`src/sv/gcct_pkg.sv`:
```
// shared types and constants for the gc collection trigger policy
`timescale 1ns / 1ps

package gcct_pkg;

  // field widths
  localparam int unsigned BYTES_W = 40;
  localparam int unsigned CNT_W   = 31;
  localparam int unsigned PCT_W   = 10;
  localparam int unsigned OP_W    = 3;
  localparam int unsigned ACT_W   = 3;
  localparam int unsigned CFG_IDX_W  = 8;
  localparam int unsigned CFG_DATA_W = 31;

  // default arena size in bytes
  localparam longint unsigned ARENA_BYTES_DEF = 64'd1048576;

  // percent used when the register holds zero
  localparam logic [PCT_W-1:0] PCT_FALLBACK = PCT_W'(50);

  // event codes
  typedef enum logic [OP_W-1:0] {
    OP_YOUNG_ALLOC   = 3'd0,
    OP_OLD_ALLOC     = 3'd1,
    OP_AFTER_MINOR   = 3'd2,
    OP_ALLOC_FAIL    = 3'd3,
    OP_SET_FOOTPRINT = 3'd4
  } op_t;

  // decision codes
  typedef enum logic [ACT_W-1:0] {
    ACT_NONE         = 3'd0,
    ACT_MINOR_EVERYN = 3'd1,
    ACT_FULL_GROWTH  = 3'd2,
    ACT_FULL_EVERYN  = 3'd3,
    ACT_FULL_PROMO   = 3'd4,
    ACT_FULL_FAIL    = 3'd5
  } action_t;

  // configuration register indexes
  localparam logic [CFG_IDX_W-1:0] CFG_COLLECT_DISABLED = 8'd0;
  localparam logic [CFG_IDX_W-1:0] CFG_NURSERY_ON       = 8'd1;
  localparam logic [CFG_IDX_W-1:0] CFG_EVERY_N_ALLOCS   = 8'd2;
  localparam logic [CFG_IDX_W-1:0] CFG_GROWTH_PERCENT   = 8'd3;

  // configuration registers
  typedef struct packed {
    logic             collect_disabled;
    logic             nursery_on;
    logic [CNT_W-1:0] every_n_allocs;
    logic [PCT_W-1:0] growth_percent;
  } gc_cfg_t;

  // policy state
  typedef struct packed {
    logic [BYTES_W-1:0] old_bytes_total;
    logic [BYTES_W-1:0] old_bytes_at_full;
    logic [CNT_W-1:0]   alloc_counter;
    logic [BYTES_W-1:0] footprint_at_full;
  } gc_state_t;

endpackage

```
`src/sv/gcct_decide.sv`:
```
// combinational decision and next-state logic for one allocator event
`timescale 1ns / 1ps

module gcct_decide import gcct_pkg::*; #(
  parameter longint unsigned ARENA_BYTES = ARENA_BYTES_DEF
) (
  input  op_t                op,
  input  logic [BYTES_W-1:0] alloc_bytes,
  input  logic [BYTES_W-1:0] footprint_bytes,
  input  gc_cfg_t            cfg,
  input  gc_state_t          cur,
  output gc_state_t          nxt,
  output action_t            action
);

  localparam logic [BYTES_W-1:0] FLOOR_BYTES = BYTES_W'(ARENA_BYTES) << 1;
  localparam int unsigned PROD_W = BYTES_W + PCT_W;

  logic [CNT_W-1:0]   cnt_inc;
  logic [BYTES_W:0]   sum;
  logic [BYTES_W-1:0] total_sat;
  logic [BYTES_W-1:0] total_eff;
  logic [BYTES_W-1:0] growth;
  logic [PCT_W-1:0]   pct_eff;
  logic [PROD_W-1:0]  fp_prod;
  logic [PROD_W-1:0]  growth_x100;
  logic               reached;
  logic               cadence;

  // counting and saturating byte add
  assign cnt_inc   = cur.alloc_counter + CNT_W'(1);
  assign sum       = {1'b0, cur.old_bytes_total} + {1'b0, alloc_bytes};
  assign total_sat = sum[BYTES_W] ? {BYTES_W{1'b1}} : sum[BYTES_W-1:0];
  assign total_eff = (op == OP_OLD_ALLOC) ? total_sat : cur.old_bytes_total;

  // growth since last full collection, floored at zero
  assign growth = (total_eff >= cur.old_bytes_at_full) ?
                  total_eff - cur.old_bytes_at_full : '0;

  // growth >= floor(fp*pct/100)  <=>  growth*100 + 99 >= fp*pct
  assign pct_eff     = (cfg.growth_percent == '0) ? PCT_FALLBACK : cfg.growth_percent;
  assign fp_prod     = PROD_W'(cur.footprint_at_full) * PROD_W'(pct_eff);
  assign growth_x100 = PROD_W'(growth) * PROD_W'(100) + PROD_W'(99);
  assign reached     = (growth_x100 >= fp_prod) && (growth >= FLOOR_BYTES);

  // stress cadence against the incremented count
  assign cadence = (cfg.every_n_allocs != '0) && (cfg.every_n_allocs == cnt_inc);

  // per-event update
  always_comb begin
    nxt    = cur;
    action = ACT_NONE;
    case (op)
      OP_YOUNG_ALLOC: begin
        nxt.alloc_counter = cnt_inc;
        if (!cfg.collect_disabled && cadence) begin
          nxt.alloc_counter = '0;
          action            = ACT_MINOR_EVERYN;
        end
      end
      OP_OLD_ALLOC: begin
        nxt.alloc_counter   = cnt_inc;
        nxt.old_bytes_total = total_sat;
        if (!cfg.collect_disabled) begin
          if (reached) begin
            action = ACT_FULL_GROWTH;
          end else if (!cfg.nursery_on && cadence) begin
            action = ACT_FULL_EVERYN;
          end
          if (reached || (!cfg.nursery_on && cadence)) begin
            nxt.old_bytes_at_full = total_sat;
            nxt.alloc_counter     = '0;
          end
        end
      end
      OP_AFTER_MINOR: begin
        if (!cfg.collect_disabled && reached) begin
          nxt.old_bytes_at_full = cur.old_bytes_total;
          action                = ACT_FULL_PROMO;
        end
      end
      OP_ALLOC_FAIL: begin
        nxt.old_bytes_at_full = cur.old_bytes_total;
        nxt.alloc_counter     = '0;
        action                = ACT_FULL_FAIL;
      end
      OP_SET_FOOTPRINT: begin
        nxt.footprint_at_full = footprint_bytes;
      end
      default: begin
        nxt    = cur;
        action = ACT_NONE;
      end
    endcase
  end

endmodule

```
`src/sv/gc_collection_trigger_policy.sv`:
```
// top level of the gc collection trigger policy: ports, registers, config
`timescale 1ns / 1ps
// an event is taken into the input register, and its result is then held in the result register
// one event per cycle unless the result stalls; decision path: one 40x10-bit multiply and compare
// a stalled result holds in the result register while the next event waits in the input register
// reset: synchronous, clears byte counters, allocation count and footprint; registers go
// to disabled=0, nursery_on=1, every_n=0, growth_percent=50; no words are held after reset

module gc_collection_trigger_policy import gcct_pkg::*; #(
  parameter longint unsigned ARENA_BYTES = ARENA_BYTES_DEF
) (
  input  logic                  clk,
  input  logic                  rst,
  // event words in
  input  logic                  s_tvalid,
  output logic                  s_tready,
  input  logic [87:0]           s_tdata,   // op[2:0], alloc_bytes[42:3], footprint_bytes[82:43]
  // decision words out
  output logic                  m_tvalid,
  input  logic                  m_tready,
  output logic [7:0]            m_tdata,   // action[2:0]
  // register writes
  input  logic                  cfg_valid,
  output logic                  cfg_ready,
  input  logic [CFG_IDX_W-1:0]  cfg_index,
  input  logic [CFG_DATA_W-1:0] cfg_data
);

  logic               in_valid;
  logic [OP_W-1:0]    in_op;
  logic [BYTES_W-1:0] in_alloc_bytes;
  logic [BYTES_W-1:0] in_footprint_bytes;
  logic               advance;
  gc_cfg_t            cfg;
  gc_state_t          state;
  gc_state_t          state_next;
  action_t            action_next;
  action_t            action;

  assign advance   = in_valid && (!m_tvalid || m_tready);
  assign s_tready  = !in_valid || advance;
  assign cfg_ready = 1'b1;
  assign m_tdata   = {{(8 - ACT_W){1'b0}}, action};

  // input register
  always_ff @(posedge clk) begin
    if (rst) begin
      in_valid <= 1'b0;
    end else if (s_tready) begin
      in_valid <= s_tvalid;
    end
    if (s_tvalid && s_tready) begin
      in_op              <= s_tdata[2:0];
      in_alloc_bytes     <= s_tdata[42:3];
      in_footprint_bytes <= s_tdata[82:43];
    end
  end

  // decision logic
  gcct_decide #(
    .ARENA_BYTES(ARENA_BYTES)
  ) u_decide (
    .op             (op_t'(in_op)),
    .alloc_bytes    (in_alloc_bytes),
    .footprint_bytes(in_footprint_bytes),
    .cfg            (cfg),
    .cur            (state),
    .nxt            (state_next),
    .action         (action_next)
  );

  // policy state and result register
  always_ff @(posedge clk) begin
    if (rst) begin
      state    <= '0;
      m_tvalid <= 1'b0;
    end else begin
      if (advance) begin
        state    <= state_next;
        m_tvalid <= 1'b1;
      end else if (m_tready) begin
        m_tvalid <= 1'b0;
      end
    end
    if (advance) begin
      action <= action_next;
    end
  end

  // configuration registers
  always_ff @(posedge clk) begin
    if (rst) begin
      cfg.collect_disabled <= 1'b0;
      cfg.nursery_on       <= 1'b1;
      cfg.every_n_allocs   <= '0;
      cfg.growth_percent   <= PCT_FALLBACK;
    end else if (cfg_valid && cfg_ready) begin
      case (cfg_index)
        CFG_COLLECT_DISABLED: cfg.collect_disabled <= cfg_data[0];
        CFG_NURSERY_ON:       cfg.nursery_on       <= cfg_data[0];
        CFG_EVERY_N_ALLOCS:   cfg.every_n_allocs   <= cfg_data[CNT_W-1:0];
        CFG_GROWTH_PERCENT:   cfg.growth_percent   <= cfg_data[PCT_W-1:0];
        default: ;
      endcase
    end
  end

  // baseline never passes the running total
  a_baseline_le_total: assert property (@(posedge clk) disable iff (rst)
    state.old_bytes_at_full <= state.old_bytes_total)
    else $error("old_bytes_at_full above old_bytes_total");

  // allocation failure always forces a full collection and rebases
  a_fail_full: assert property (@(posedge clk) disable iff (rst)
    (advance && in_op == OP_ALLOC_FAIL) |=>
      (action == ACT_FULL_FAIL && state.alloc_counter == '0 &&
       state.old_bytes_at_full == state.old_bytes_total))
    else $error("allocation failure did not force a full collection");

  // disabled mode gives no decision other than the failure one
  a_disabled_quiet: assert property (@(posedge clk) disable iff (rst)
    (advance && cfg.collect_disabled && in_op != OP_ALLOC_FAIL) |=> (action == ACT_NONE))
    else $error("collection decided while disabled");

  // input side stalls only with a word held
  a_stall_held: assert property (@(posedge clk) disable iff (rst)
    !s_tready |-> (in_valid && m_tvalid && !m_tready))
    else $error("input stalled without a held word");

endmodule

```
`config.mk`:
```
export PLATFORM = sky130hd
export DESIGN_NAME = gc_collection_trigger_policy
export DESIGN_NICKNAME = d
export VERILOG_FILES = /design/src/sv/gcct_pkg.sv /design/src/sv/gcct_decide.sv /design/src/sv/gc_collection_trigger_policy.sv
export SDC_FILE = /design/constraint.sdc
export NUM_CORES = 2
export LEC_CHECK = 0
export BUFFER_PORTS_ARGS = -buffer_cell sky130_fd_sc_hd__clkbuf_2
export CAP_MARGIN = 20
export CORE_MARGIN = 2
export CORE_UTILIZATION = 30
export CTS_BUF_LIST = sky130_fd_sc_hd__clkbuf_16
export DETAILED_ROUTE_END_ITERATION = 6
export PLACE_DENSITY_LB_ADDON = 0.3
export SLEW_MARGIN = 10
export SYNTH_ARGS = -nofsm -noshare
export SYNTH_HDL_FRONTEND = slang
export SYNTH_SLANG_ARGS = --single-unit
```
`constraint.sdc`:
```
create_clock -name clk -period 11.4 [get_ports clk]
set_input_delay 1.14 -clock clk [delete_from_list [all_inputs] [get_ports clk]]
set_output_delay 1.14 -clock clk [all_outputs]
set_load 0.005 [all_outputs]
```
### Word-level counts from Yosys, hierarchy flattened

Cells that the tools add are included.

| operators by class | value |
|---|---|
| equal/unequal tests | 11 |
| magnitude comparators | 3 |
| bitwise operators | 0 |
| div/mod/pow operators | 0 |
| reduce and logical (&&, ||, !) cells | 28 |
| muxes and demuxes | 18 |
| $add $sub $neg | 4 |
| shifts and indexed selects | 0 |
| multipliers | 2 |

Operators by type and width:

| cell | number |
|---|---|
| $mux 40 | 4 |
| $mux 71 | 2 |
| $pmux 40 s3 | 1 |
| $pmux 31 s3 | 1 |
| $ge 50x50->1 | 1 |
| $mul 40x10->50 | 1 |
| $add 47x7->48 const B | 1 |
| $mul 40x5->45 const B | 1 |
| $add 40x40->41 | 1 |
| $ge 40x22->1 const B | 1 |
| $ge 40x40->1 | 1 |
| $sub 40x40->40 | 1 |
| $add 31x1->31 const B | 1 |
| $eq 31x31->1 | 1 |
| $mux 31 | 1 |
| $reduce_bool 31->1 | 1 |
| $eq 8x2->1 const B | 2 |
| $pmux 3 s4 | 1 |
| $reduce_and 2->1 | 6 |
| $logic_not 10->1 | 1 |
| $mux 10 | 1 |
| $mux 3 | 3 |
| $eq 8x1->1 const B | 1 |
| $logic_not 8->1 | 1 |
| 14 further kinds | 30 |

| word-level totals | value |
|---|---|
| ROM bits | 0 |
| memories | 0 |
| latch bits | 0 |
| output and inout bits | 11 |
| register bits after elaboration | 282 |
| memory bits (writable) | 0 |

### Depth between registers and ports, before layout

| depth | value |
|---|---|
| depth in word-level cells | 13 |
| depth in mapped cells | 58 |
| depth with buffers taken out | 53 |

### Modules after synthesis

A second synthesis with hierarchy kept.

| unflattened totals | value |
|---|---|
| cells, all modules | 4,644 |
| area, all modules | 37,836.3 um^2 |

By module, submodules not included:

| module | area each (um^2) | times used | cells an instance |
|---|---|---|---|
| gcct_decide | 27,568.9 | 1 | 3,668 |
| gc_collection_trigger_policy | 10,267.3 | 1 | 976 |

### Worst setup path before layout

No wires, ideal clock.

| path | value |
|---|---|
| path type | flip-flop to flip-flop |
| from | register in_alloc_bytes[0] |
| to | register state[101] in the netlist's numbering |
| data arrival time | 12.075 ns |
| slack | -0.735 ns |
| data required time | 11.339 ns |
| library setup time | 0.061 ns |
| cell stages (with the launch flop) | 54 |
| cells stage by stage | edfxtp_1 ha_1 fa_1 a21o_1 a221o_1 a2111oi_0 nor3_1 nor3b_1 o21ai_0 a31oi_1 xnor2_1 nor2_1 a21oi_1 ha_1 clkbuf_1 nand3_1 nor3_1 nand3_1 [... 18 more ...] nor4b_2 nand4_1 or4_4 nand3b_4 nor3_2 xor2_1 ha_1 nand4_1 or2_2 a41oi_1 a211oi_1 o31ai_1 nand4_1 nor3_1 a21oi_1 a21oi_1 clkbuf_1 a32o_1 |

RTL lines:

| element | line | source |
|---|---|---|
| from (decl) | gc_collection_trigger_policy.sv:31 | `logic [BYTES_W-1:0] in_alloc_bytes;` |
| from (signal assigned) | gc_collection_trigger_policy.sv:54 | `in_alloc_bytes <= s_tdata[42:3];` |
| to (signal assigned) | gc_collection_trigger_policy.sv:79 | `state <= state_next;` |
| to (decl) | gc_collection_trigger_policy.sv:35 | `gc_state_t state;` |

==> impl_metrics.py <==
metrics = {
    "run_status": {
        "outcome": "finished with violations",
        "violations": "setup timing",
    },
    "global_routing": {
        "grt_max_degree": 81,
        "antenna_found_initial": 0,
        "grt-ovfl-total": 0,
        "grt_pass1_wl_um": 170100,
        "track_usage_pct": 17.04,
        "grt_pass1_vias": 33100,
    },
    "cts": {
        "htreeDepth": 2,
        "clockBufferDepth": 3,
        "holdBufCountCts": 0,
        "clk_latency_ps": 590,
        "clock-root-buffer": "clkbuf_16",
        "cts_tree": "built",
        "clk_pin_slew_ps": 60,
        "cts_buffers": 36,
        "clock_sinks": 282,
    },
    "worst_setup_path": {
        "cpMaxStageDelayCell": "fa_1",
        "rr_startpoint": "in_alloc_bytes[0]",
        "crit_required_ps": 11900,
        "endpoint_kind": "flop",
        "critPathKind": "flop to flop",
        "cp-startpoint": "in_alloc_bytes[0]",
        "arrival_ps": 12220,
        "critPathLaunchType": "flop",
        "path_max_fanout": 8,
        "max_stage_delay_ps": 510,
    },
    "synthesis": {
        "synth_seq_cells": 282,
        "ys.flop_type": "dfxtp_1",
        "synthArstFlopShare_pct": 0,
        "synthTopCellsByCount": "nand2_1, inv_1, ha_1",
        "postSynthCellCount": 4330,
        "synth.area.top_cells": "fa_1, ha_1, dfxtp_1",
        "yosysWarnings": 0,
        "synth_mux_area_share_pct": 0.5694,
        "synthXorXnorAreaFrac_pct": 5.290,
        "synthDistinctLibCells": 109,
        "synth-adder-area-share_pct": 31.75,
        "syn_area_per_cell_sq_um": 8.221,
        "synth_edf_count": 86,
        "synthSimpleGateAreaFrac_pct": 19.54,
        "synth.most_common_cell": "nand2_1",
        "seq_area_frac_synth_pct": 18.28,
        "synth_top_area_share_pct": 19.07,
        "synth_area_sq_um": 35600,
        "synth_compound_area_share_pct": 16.73,
        "synth_top_cell_by_area": "fa_1",
        "synth_top_family_by_area": "adder cells",
    },
    "sta": {
        "fin_crit_ps": 11710,
        "slew_viol_final": 0,
        "rsz0062_at_grt": "true",
        "skew_ps": 36.69,
        "finalHoldViolations": 0,
        "max_freq_mhz": 85.37,
        "slew_headroom_pct": 26.41,
        "fin_ws_ps": -314.4,
        "worst_slew_pin_slew_ps": 1103,
        "period_share_pct": 102.8,
        "setup_violations": 71,
    },
    "placed_design": {
        "gp_congestion": 0.8636,
        "numPortBuffers": 131,
        "dp_hpwl_um": 78830,
        "placed_area_sq_um": 41840,
    },
    "route": {
        "vias": 32310,
        "remaining_drc_errors": 0,
        "wl_um": 103100,
        "ant_nets": 0,
        "via_per_inst": 4.961,
        "avgRoutedWirePerCell_um": 15.83,
        "drt_iter0_markers": 1694,
        "dr.pass1.iters": 7,
    },
    "floorplan": {
        "dieWidth_um": 348.5,
        "die-height_um": 348.5,
        "rows": 126,
        "initial_utilization_pct": 30.19,
        "io_pins": 143,
        "core_sq_um": 117900,
        "die_area_sq_um": 121400,
    },
    "layout": {
        "n_fill_cell": 12150,
        "final_util_pct": 38.32,
        "fin_area_sq_um": 45190,
        "finalNetCount": 5781,
        "syn2layout_area_growth_pct": 26.95,
        "drive_gt1_share_pct": 22.93,
    },
    "run": {
        "max_cap_violations": 0,
    },
    "hold_path": {
        "holdCritStartpoint": "state[106]",
        "hold_class": "flop to flop",
    },
}
-- registers in the layout, indices dropped and copies added (netlist names) --
register and flops:
state 151, action 3, cfg 43, in_alloc_bytes 40
in_op 3, m_tvalid 1, in_valid 1, in_footprint_bytes 40
-- area by class of cell --
class | count | area [sq um] | area share [%]
Clock inverter | 26 | 160.2 | 0.3544
Inverter | 481 | 1805 | 3.995
Antenna cell | 1 | 2.502 | 0.005538
Multi-Input combinational cell | 3335 | 27620 | 61.11
Sequential cell | 282 | 6506 | 14.40
Timing Repair Buffer | 813 | 6176 | 13.67
Tap cell | 1536 | 1922 | 4.253
Clock buffer | 40 | 1001 | 2.215
-- worst paths after layout --
kind / end / slack, ps / depth (start not counted)
setup / recovery: state[105] / -310 / 54
hold / removal: state[106] / 460 / 1
setup reg to reg: state[105] / -310 / 54
hold reg to reg: state[106] / 460 / 1
-- routing by layer --
layer	global-route usage (%)	routed length, um	share of wire, %	up-vias
li1	-	-	-	15890
met1	22.31	47010	46	15740
met2	29.43	49850	48	571
met3	2.308	4041	3.9	117
met4	4.381	2210	2.1	0
met5	0	0	0	-
-- kinds of logic (layout without fill, tap and decap cells) --
| group | Yosys count | after routing |
|---|---|---|
| buf+inv | 717 | 1360 |
| compound gates | 916 | 916 |
| simple gates | 1478 | 1478 |
| xor+xnor | 215 | 215 |
| flops | 282 | 282 |
| other cells | 2 | 7 |
| fa+ha+maj | 700 | 700 |
| mux | 20 | 20 |
-- stage by stage --
step                setup TNS, ps  cells  setup WS (ps)  hold WS (ps)
floorplan                  -216.9   4334         -7.229         435.1
global placement           -47940   6347         -731.1         449.2
detailed placement         -55110   6347         -828.9         453.5
CTS                        -16000   6492         -308.3         467.0
global route               -57630   6513         -874.4         476.0
finish                     -13530   6514         -314.4         461.9
-- placed cells by master (no fill, tap or decap), types with 19 or more instances in the layout --
master and count:
nor2_1 210, a31oi_1 22, nor2_2 22, nand3_1 75, and3_1 34, buf_4 649, or3_1 27, dfxtp_1 196
inv_1 482, a21oi_2 35, a21oi_1 290, nor2b_1 19, nand2_1 691, o21ai_0 120, nor3_1 54, clkbuf_2 130
o32ai_1 24, fa_1 336, xor2_1 84, a32o_1 34, nor4_1 22, o21a_1 26, a211oi_1 64, nand4_1 64
ha_1 334, xnor2_1 125, a21o_1 89, ha_4 21, o21bai_1 20, and2_1 93, edfxtp_1 86, clkbuf_16 43
nand2b_1 30
-- worst max-delay path: cells and delay by family, from the launching register on --
kind	cells	cell delay [ps]
compound gates	23	4530
fa+ha+maj	8	2530
simple gates	13	2510
buf+inv	9	1460
flops	1	370
xor+xnor	1	160
-- repair_timing --
item,in CTS,in global routing
setup buffers,73,17
resized for setup,200,71
pin swaps,81,16
cloned,6,3
setup endpoints to repair,74,74
Power is not shown: default switching activity piles up to over one toggle a cycle in this logic, so the estimate is an artifact.
